===== config.mk =====
export PLATFORM = sky130hd
export DESIGN_NAME = text_token_scanner_unit
export DESIGN_NICKNAME = d
export VERILOG_FILES = /design/src/rtl/tts_pkg.sv /design/src/rtl/tts_decode.sv /design/src/rtl/text_token_scanner_unit.sv
export SDC_FILE = /design/constraint.sdc
export NUM_CORES = 1
export LEC_CHECK = 0
export ABC_AREA = 1
export BUFFER_PORTS_ARGS = -buffer_cell sky130_fd_sc_hd__buf_4
export CAP_MARGIN = 20
export CORE_AREA = 5 5 88 90
export DETAILED_ROUTE_END_ITERATION = 6
export DIE_AREA = 0 0 93 95
export PLACE_DENSITY = 0.56
export SKIP_CTS_REPAIR_TIMING = 1
export SLEW_MARGIN = 20
export SYNTH_ARGS = -nofsm -noshare
export SYNTH_HDL_FRONTEND = slang
export SYNTH_SLANG_ARGS = --single-unit

===== constraint.sdc =====
create_clock -name clock -period 2.33 [get_ports clock]
set_input_delay 0.466 -clock clock [delete_from_list [all_inputs] [get_ports clock]]
set_output_delay 0.466 -clock clock [all_outputs]
set_load 0.02 [all_outputs]

===== src/rtl/tts_pkg.sv =====
// Shared types, codes and helpers of the text token scanner.
package tts_pkg;

   localparam int unsigned BYTE_W   = 8;
   localparam int unsigned KIND_W   = 2;
   localparam int unsigned MAX_RES  = 4;
   localparam int unsigned CNT_W    = 3;
   localparam int unsigned IDX_W    = 2;

   localparam logic [KIND_W-1:0] KIND_BYTE = 2'd0;
   localparam logic [KIND_W-1:0] KIND_END  = 2'd1;
   localparam logic [KIND_W-1:0] KIND_EOT  = 2'd2;

   localparam logic [BYTE_W-1:0] CH_NUL    = 8'h00;
   localparam logic [BYTE_W-1:0] CH_SPACE  = 8'h20;
   localparam logic [BYTE_W-1:0] CH_LBRACE = 8'h7B;
   localparam logic [BYTE_W-1:0] CH_RBRACE = 8'h7D;
   localparam logic [BYTE_W-1:0] CH_LPAREN = 8'h28;
   localparam logic [BYTE_W-1:0] CH_RPAREN = 8'h29;
   localparam logic [BYTE_W-1:0] CH_COLON  = 8'h3A;
   localparam logic [BYTE_W-1:0] CH_SLASH  = 8'h2F;
   localparam logic [BYTE_W-1:0] CH_NL     = 8'h0A;
   localparam logic [BYTE_W-1:0] CH_APOS   = 8'h27;
   localparam logic [BYTE_W-1:0] CH_QUOTE  = 8'h22;

   typedef enum logic [2:0] {
      MODE_SKIP    = 3'd0,
      MODE_SLASH   = 3'd1,
      MODE_COMMENT = 3'd2,
      MODE_QUOTE   = 3'd3,
      MODE_WORD    = 3'd4
   } mode_type;

   typedef struct packed {
      logic [KIND_W-1:0] kind;
      logic [BYTE_W-1:0] data;
   } result_type;

   typedef struct packed {
      result_type [MAX_RES-1:0] res;
      logic [CNT_W-1:0]         count;
   } decode_type;

   function automatic logic is_single(input logic [BYTE_W-1:0] c);
      return (c == CH_LBRACE) || (c == CH_RBRACE) || (c == CH_LPAREN) ||
             (c == CH_RPAREN) || (c == CH_APOS) || (c == CH_COLON);
   endfunction

   function automatic result_type mk_byte(input logic [BYTE_W-1:0] c);
      result_type r;
      r.kind = KIND_BYTE;
      r.data = c;
      return r;
   endfunction

   function automatic result_type mk_mark(input logic [KIND_W-1:0] k);
      result_type r;
      r.kind = k;
      r.data = '0;
      return r;
   endfunction

endpackage


===== src/rtl/tts_decode.sv =====
// Per-byte decode: scan mode transition and the list of result words.
module tts_decode (
   input  tts_pkg::mode_type          mode,
   input  logic [tts_pkg::BYTE_W-1:0] c,
   output tts_pkg::mode_type          mode_next,
   output tts_pkg::decode_type        dec
);

   logic                             is_nul;
   logic                             is_ws;
   logic                             is_sgl;
   tts_pkg::result_type [2:0]        w;
   logic [tts_pkg::CNT_W-1:0]        wn;
   tts_pkg::mode_type                w_mode;

   assign is_nul = (c == tts_pkg::CH_NUL);
   assign is_ws  = !is_nul && (c <= tts_pkg::CH_SPACE);
   assign is_sgl = tts_pkg::is_single(c);

   // what a byte does when it follows word content
   always_comb begin
      w      = '0;
      wn     = '0;
      w_mode = tts_pkg::MODE_SKIP;
      priority if (is_nul) begin
         w[0] = tts_pkg::mk_mark(tts_pkg::KIND_END);
         w[1] = tts_pkg::mk_mark(tts_pkg::KIND_EOT);
         wn   = 3'd2;
      end else if (is_ws) begin
         w[0] = tts_pkg::mk_mark(tts_pkg::KIND_END);
         wn   = 3'd1;
      end else if (is_sgl) begin
         w[0] = tts_pkg::mk_mark(tts_pkg::KIND_END);
         w[1] = tts_pkg::mk_byte(c);
         w[2] = tts_pkg::mk_mark(tts_pkg::KIND_END);
         wn   = 3'd3;
      end else begin
         w[0]   = tts_pkg::mk_byte(c);
         wn     = 3'd1;
         w_mode = tts_pkg::MODE_WORD;
      end
   end

   // next scan mode
   always_comb begin
      mode_next = tts_pkg::MODE_SKIP;
      unique case (mode)
         tts_pkg::MODE_SLASH: begin
            mode_next = (c == tts_pkg::CH_SLASH) ? tts_pkg::MODE_COMMENT : w_mode;
         end
         tts_pkg::MODE_COMMENT: begin
            mode_next = (is_nul || c == tts_pkg::CH_NL) ? tts_pkg::MODE_SKIP
                                                         : tts_pkg::MODE_COMMENT;
         end
         tts_pkg::MODE_QUOTE: begin
            mode_next = (is_nul || c == tts_pkg::CH_QUOTE) ? tts_pkg::MODE_SKIP
                                                           : tts_pkg::MODE_QUOTE;
         end
         tts_pkg::MODE_WORD: begin
            mode_next = w_mode;
         end
         default: begin
            priority if (is_nul || is_ws || is_sgl) mode_next = tts_pkg::MODE_SKIP;
            else if (c == tts_pkg::CH_SLASH)        mode_next = tts_pkg::MODE_SLASH;
            else if (c == tts_pkg::CH_QUOTE)        mode_next = tts_pkg::MODE_QUOTE;
            else                                    mode_next = tts_pkg::MODE_WORD;
         end
      endcase
   end

   // result words
   always_comb begin
      dec = '0;
      unique case (mode)
         tts_pkg::MODE_SLASH: begin
            if (c != tts_pkg::CH_SLASH) begin
               dec.res[0] = tts_pkg::mk_byte(tts_pkg::CH_SLASH);
               dec.res[1] = w[0];
               dec.res[2] = w[1];
               dec.res[3] = w[2];
               dec.count  = wn + 3'd1;
            end
         end
         tts_pkg::MODE_COMMENT: begin
            if (is_nul) begin
               dec.res[0] = tts_pkg::mk_mark(tts_pkg::KIND_EOT);
               dec.count  = 3'd1;
            end
         end
         tts_pkg::MODE_QUOTE: begin
            priority if (c == tts_pkg::CH_QUOTE) begin
               dec.res[0] = tts_pkg::mk_mark(tts_pkg::KIND_END);
               dec.count  = 3'd1;
            end else if (is_nul) begin
               dec.res[0] = tts_pkg::mk_mark(tts_pkg::KIND_END);
               dec.res[1] = tts_pkg::mk_mark(tts_pkg::KIND_EOT);
               dec.count  = 3'd2;
            end else begin
               dec.res[0] = tts_pkg::mk_byte(c);
               dec.count  = 3'd1;
            end
         end
         tts_pkg::MODE_WORD: begin
            dec.res[0] = w[0];
            dec.res[1] = w[1];
            dec.res[2] = w[2];
            dec.count  = wn;
         end
         default: begin
            priority if (is_nul) begin
               dec.res[0] = tts_pkg::mk_mark(tts_pkg::KIND_EOT);
               dec.count  = 3'd1;
            end else if (is_ws || c == tts_pkg::CH_SLASH || c == tts_pkg::CH_QUOTE) begin
               dec.count  = 3'd0;
            end else if (is_sgl) begin
               dec.res[0] = tts_pkg::mk_byte(c);
               dec.res[1] = tts_pkg::mk_mark(tts_pkg::KIND_END);
               dec.count  = 3'd2;
            end else begin
               dec.res[0] = tts_pkg::mk_byte(c);
               dec.count  = 3'd1;
            end
         end
      endcase
   end

endmodule


===== src/rtl/text_token_scanner_unit.sv =====
// Top level of the streaming text token scanner.
// Text enters one byte per word on req_; byte 0 ends a text and the next byte
// starts a new one. Token bytes leave on rsp_ as they are seen, with an
// end-of-token marker after each token and an end-of-text marker for byte 0;
// whitespace, line comments and the quotes around strings give no output.
// Rate: one input byte per cycle while each byte yields at most one word and
// rsp_tready is high; a byte that yields N words (up to four) holds the input
// until its last word leaves the result register, which sends one word per
// cycle while rsp_tready is high. Bytes with no result pass at one per cycle.
// Words are registered; rsp_tlast marks the last word caused by one input byte.
module text_token_scanner_unit (
   input  logic                        clock,
   input  logic                        reset,
   input  logic                        req_tvalid,
   output logic                        req_tready,
   input  logic [tts_pkg::BYTE_W-1:0]  req_tdata,   // [7:0] text_byte
   output logic                        rsp_tvalid,
   input  logic                        rsp_tready,
   output logic [tts_pkg::BYTE_W-1:0]  rsp_tdata,   // [7:0] token_byte
   output logic [tts_pkg::KIND_W-1:0]  rsp_tuser,   // [1:0] kind
   output logic                        rsp_tlast    // last_of_run
);

   // scan mode carried between bytes
   tts_pkg::mode_type   mode_ff, mode_in;
   tts_pkg::mode_type   mode_dec;
   tts_pkg::decode_type dec;

   // result list of the byte being handed out, read pointer and words left
   tts_pkg::result_type [tts_pkg::MAX_RES-1:0] list_ff, list_in;
   logic [tts_pkg::IDX_W-1:0] rd_ff, rd_in;
   logic [tts_pkg::CNT_W-1:0] left_ff, left_in;

   logic take;
   logic accept;

   tts_decode u_decode (
      .mode      (mode_ff),
      .c         (req_tdata),
      .mode_next (mode_dec),
      .dec       (dec)
   );

   assign rsp_tvalid = (left_ff != '0);
   assign take       = rsp_tvalid && rsp_tready;
   // a new byte may enter once the list is empty or its last word leaves now
   assign req_tready = (left_ff == '0) || ((left_ff == 3'd1) && take);
   assign accept     = req_tvalid && req_tready;

   assign rsp_tuser = list_ff[rd_ff].kind;
   assign rsp_tdata = list_ff[rd_ff].data;
   assign rsp_tlast = (left_ff == 3'd1);

   always_comb begin
      mode_in = mode_ff;
      list_in = list_ff;
      rd_in   = rd_ff;
      left_in = left_ff;
      priority if (accept) begin
         mode_in = mode_dec;
         list_in = dec.res;
         rd_in   = '0;
         left_in = dec.count;
      end else if (take) begin
         rd_in   = rd_ff + 2'd1;
         left_in = left_ff - 3'd1;
      end
   end

   always_ff @(posedge clock) begin
      if (reset) begin
         mode_ff <= tts_pkg::MODE_SKIP;
         rd_ff   <= '0;
         left_ff <= '0;
      end else begin
         mode_ff <= mode_in;
         rd_ff   <= rd_in;
         left_ff <= left_in;
      end
   end

   always_ff @(posedge clock) begin
      list_ff <= list_in;
   end

endmodule


==> impl_metrics.json <==
{
  "worstPathArrival_ns": 1.61,
  "port_buffers": 24,
  "syn_nets": 298,
  "dp_hpwl_um": 3890,
  "cp-start-kind": "register",
  "wl_per_cell_um": 12.9,
  "cp_slowest_cell": "dfxtp_1",
  "cts_root_buf": "clkbuf_8",
  "fin_skew_ns": 0.00824,
  "wl_um": 5060,
  "rsz0062_at_grt": "no",
  "fin_nets": 324,
  "combinationalPowerShare_pct": 48.3,
  "p_leak_nw": 1.12,
  "grt_pass1_vias": 1783,
  "dp_cells": 384,
  "drt_iter0_markers": 126,
  "finalSetupViolations": 0,
  "end_kind": "primary output",
  "synth_top_cells_by_area": "edfxtp_1 (40%), nand2_1 (7.1%), nor2_1 (7.0%)",
  "clk_pin_slew_ns": 0.07,
  "grt_pass1_wl_um": 8520,
  "clk_path_buf_depth": 2,
  "path_buf_inv": 2,
  "htree_levels": 2,
  "clkPwrFrac_pct": 14.8,
  "path_common_cell": "o21ai_0",
  "final_cell_mix": "nand2_1 (44), nor2_1 (43), o21ai_0 (31), edfxtp_1 (31), buf_4 (27)",
  "core_mm2": 0.00698,
  "ir_drop_mv": 0.397,
  "timing.hold.ws_ns": 0.357,
  "grt_max_degree": 36,
  "yosys_warnings": 0,
  "critPathMaxFanout": 11,
  "num_rows": 31,
  "ys_types": 31,
  "via_per_inst": 4.86,
  "maxCapViolations": 0,
  "ys_seq_elements": 39,
  "die_y_um": 95,
  "path_class": "register to primary output",
  "p_int_w": 0.00181,
  "layout_commonest_cell": "nand2_1",
  "seq_area_frac_synth_pct": 47.2,
  "cts_buffers": 5,
  "p_per_area_mw_per_mm2": 1150,
  "overflow": 0,
  "crit_path_end": "rsp_tdata[3]",
  "fin_tns_setup_ns": 0,
  "synth_top_area_cell": "edfxtp_1",
  "fin_cells": 392,
  "fin_crit_ns": 2.07,
  "outcome": "finished clean",
  "max_freq_ghz": 0.483,
  "n_antenna_cell": 0,
  "num_io_pins": 25,
  "crit_cells": 4,
  "reg2reg_slack_ns": 0.55,
  "synth_top_area_share_pct": 40.3,
  "critPathLaunch": "rd_ff[1]",
  "route.detailed.drc": 0,
  "r2r-start": "mode_ff[2]",
  "syn_avg_cell_area_um2": 8.17,
  "switching_share_pct": 40.9,
  "initial_core_util_pct": 33.1,
  "area_delta_synth_final_pct": 15.5,
  "p_seq_share_pct": 36.9,
  "via_count": 1904,
  "ant_nets": 0,
  "worst_hold_path_type": "input port to register",
  "insertion_delay_ns": 0.28,
  "drt_pass1_iterations": 4,
  "dieWidth_um": 93,
  "drive_above_1_share_pct": 21.6,
  "crit_chain": "inv_1, o21ai_0, o21ai_0, buf_4",
  "final-max-slew-violation-count": 0,
  "final_util_pct": 38.3,
  "syn_area_mm2": 0.00231,
  "die-area_mm2": 0.00884,
  "worstPathRequired_ns": 1.86,
  "critical-path-top-delay-family": "buffers and inverters",
  "cpPeakStageDelay_ns": 0.43,
  "clkSinkCount": 39,
  "hold_viol": 0,
  "gp_congestion": 0.858,
  "fin_crit_sh_pct": 88.9,
  "synthCells": 283,
  "track_usage_pct": 12.1,
  "r2r-end": "list_ff[1]",
  "rr_worst_depth": 9,
  "switchingPower_w": 0.00125,
  "antenna_found_initial": 0,
  "cts_tree": "built"
}
==> per-stage QoR <==
step	setup WS (ns)	cell area [µm²]	total power (W)
after floorplan	0.177	2310	0.00212
after global placement	0.227	2580	0.00265
after detailed placement	0.258	2580	0.00265
after CTS	0.199	2670	0.00311
after global routing	0.0502	2670	0.00332
final	0.259	2670	0.00306
==> power by group through the flow <==
stage | Clock, W | Combinational (W) | Sequential [W]
2_1_floorplan | 0 | 0.000992 | 0.00113
3_3_place_gp | 0 | 0.00150 | 0.00115
3_5_place_dp | 0 | 0.00150 | 0.00115
4_1_cts | 0.000469 | 0.00151 | 0.00113
5_1_grt | 0.000501 | 0.00167 | 0.00115
6_report | 0.000453 | 0.00148 | 0.00113
==> kinds of logic after synthesis <==
logic type	after synthesis	share of synthesized area [%]
compound gates	59	14.1
other cells	1	0.162
flops	39	47.2
xor+xnor	2	0.758
simple gates	139	28.6
fa+ha+maj	3	1.62
buf+inv	40	7.52
==> state kept, by name, summed over array words and instances, names as in the netlist <==
name / cells
list_ff: 31
left_ff: 3
mode_ff: 3
rd_ff: 2
==> how the worst min path moves through the flow <==
stage	startpoint	to	slack, ns	depth (start not counted)
after floorplan	left_ff[1]	left_ff[1]	0.45	2
after global placement	left_ff[1]	left_ff[1]	0.46	2
after detailed placement	left_ff[1]	left_ff[1]	0.46	2
after CTS	reset	left_ff[1]	0.35	2
after global routing	reset	left_ff[1]	0.34	2
final	reset	left_ff[1]	0.36	2
==> cell usage after synthesis (all sizes together) <==
| master | instances |
|---|---|
| o21ai | 40 |
| a21oi | 14 |
| nand3 | 22 |
| nand2 | 52 |
| clkbuf | 5 |
| nor2 | 54 |
| a31oi | 1 |
| inv | 31 |
| edfxtp | 31 |
| conb | 1 |
| nand4 | 1 |
| ha | 3 |
| dfxtp | 8 |
| o31ai | 2 |
| o22ai | 2 |
| nor3 | 10 |
| xor2 | 2 |
| buf | 4 |
==> final cells by class <==
type / count / area (µm²)
Sequential cell: 39 / 1090
Tap cell: 82 / 103
Clock buffer: 7 / 86.3
Inverter: 31 / 116
Timing Repair Buffer: 28 / 223
Multi-Input combinational cell: 204 / 1050
Clock inverter: 1 / 5.00
Fill cell: 728 / 4310
==> per-layer routing <==
layer / track usage, % / vias up / part of all wire [%]
met2: 18.8 / 42 / 46
met3: 1.83 / 11 / 3.5
li1: - / 999 / -
met4: 5.01 / 0 / 2.1
met1: 16.9 / 852 / 49
met5: 0 / - / 0
No activity file was read; power rests on OpenSTA's default activity.
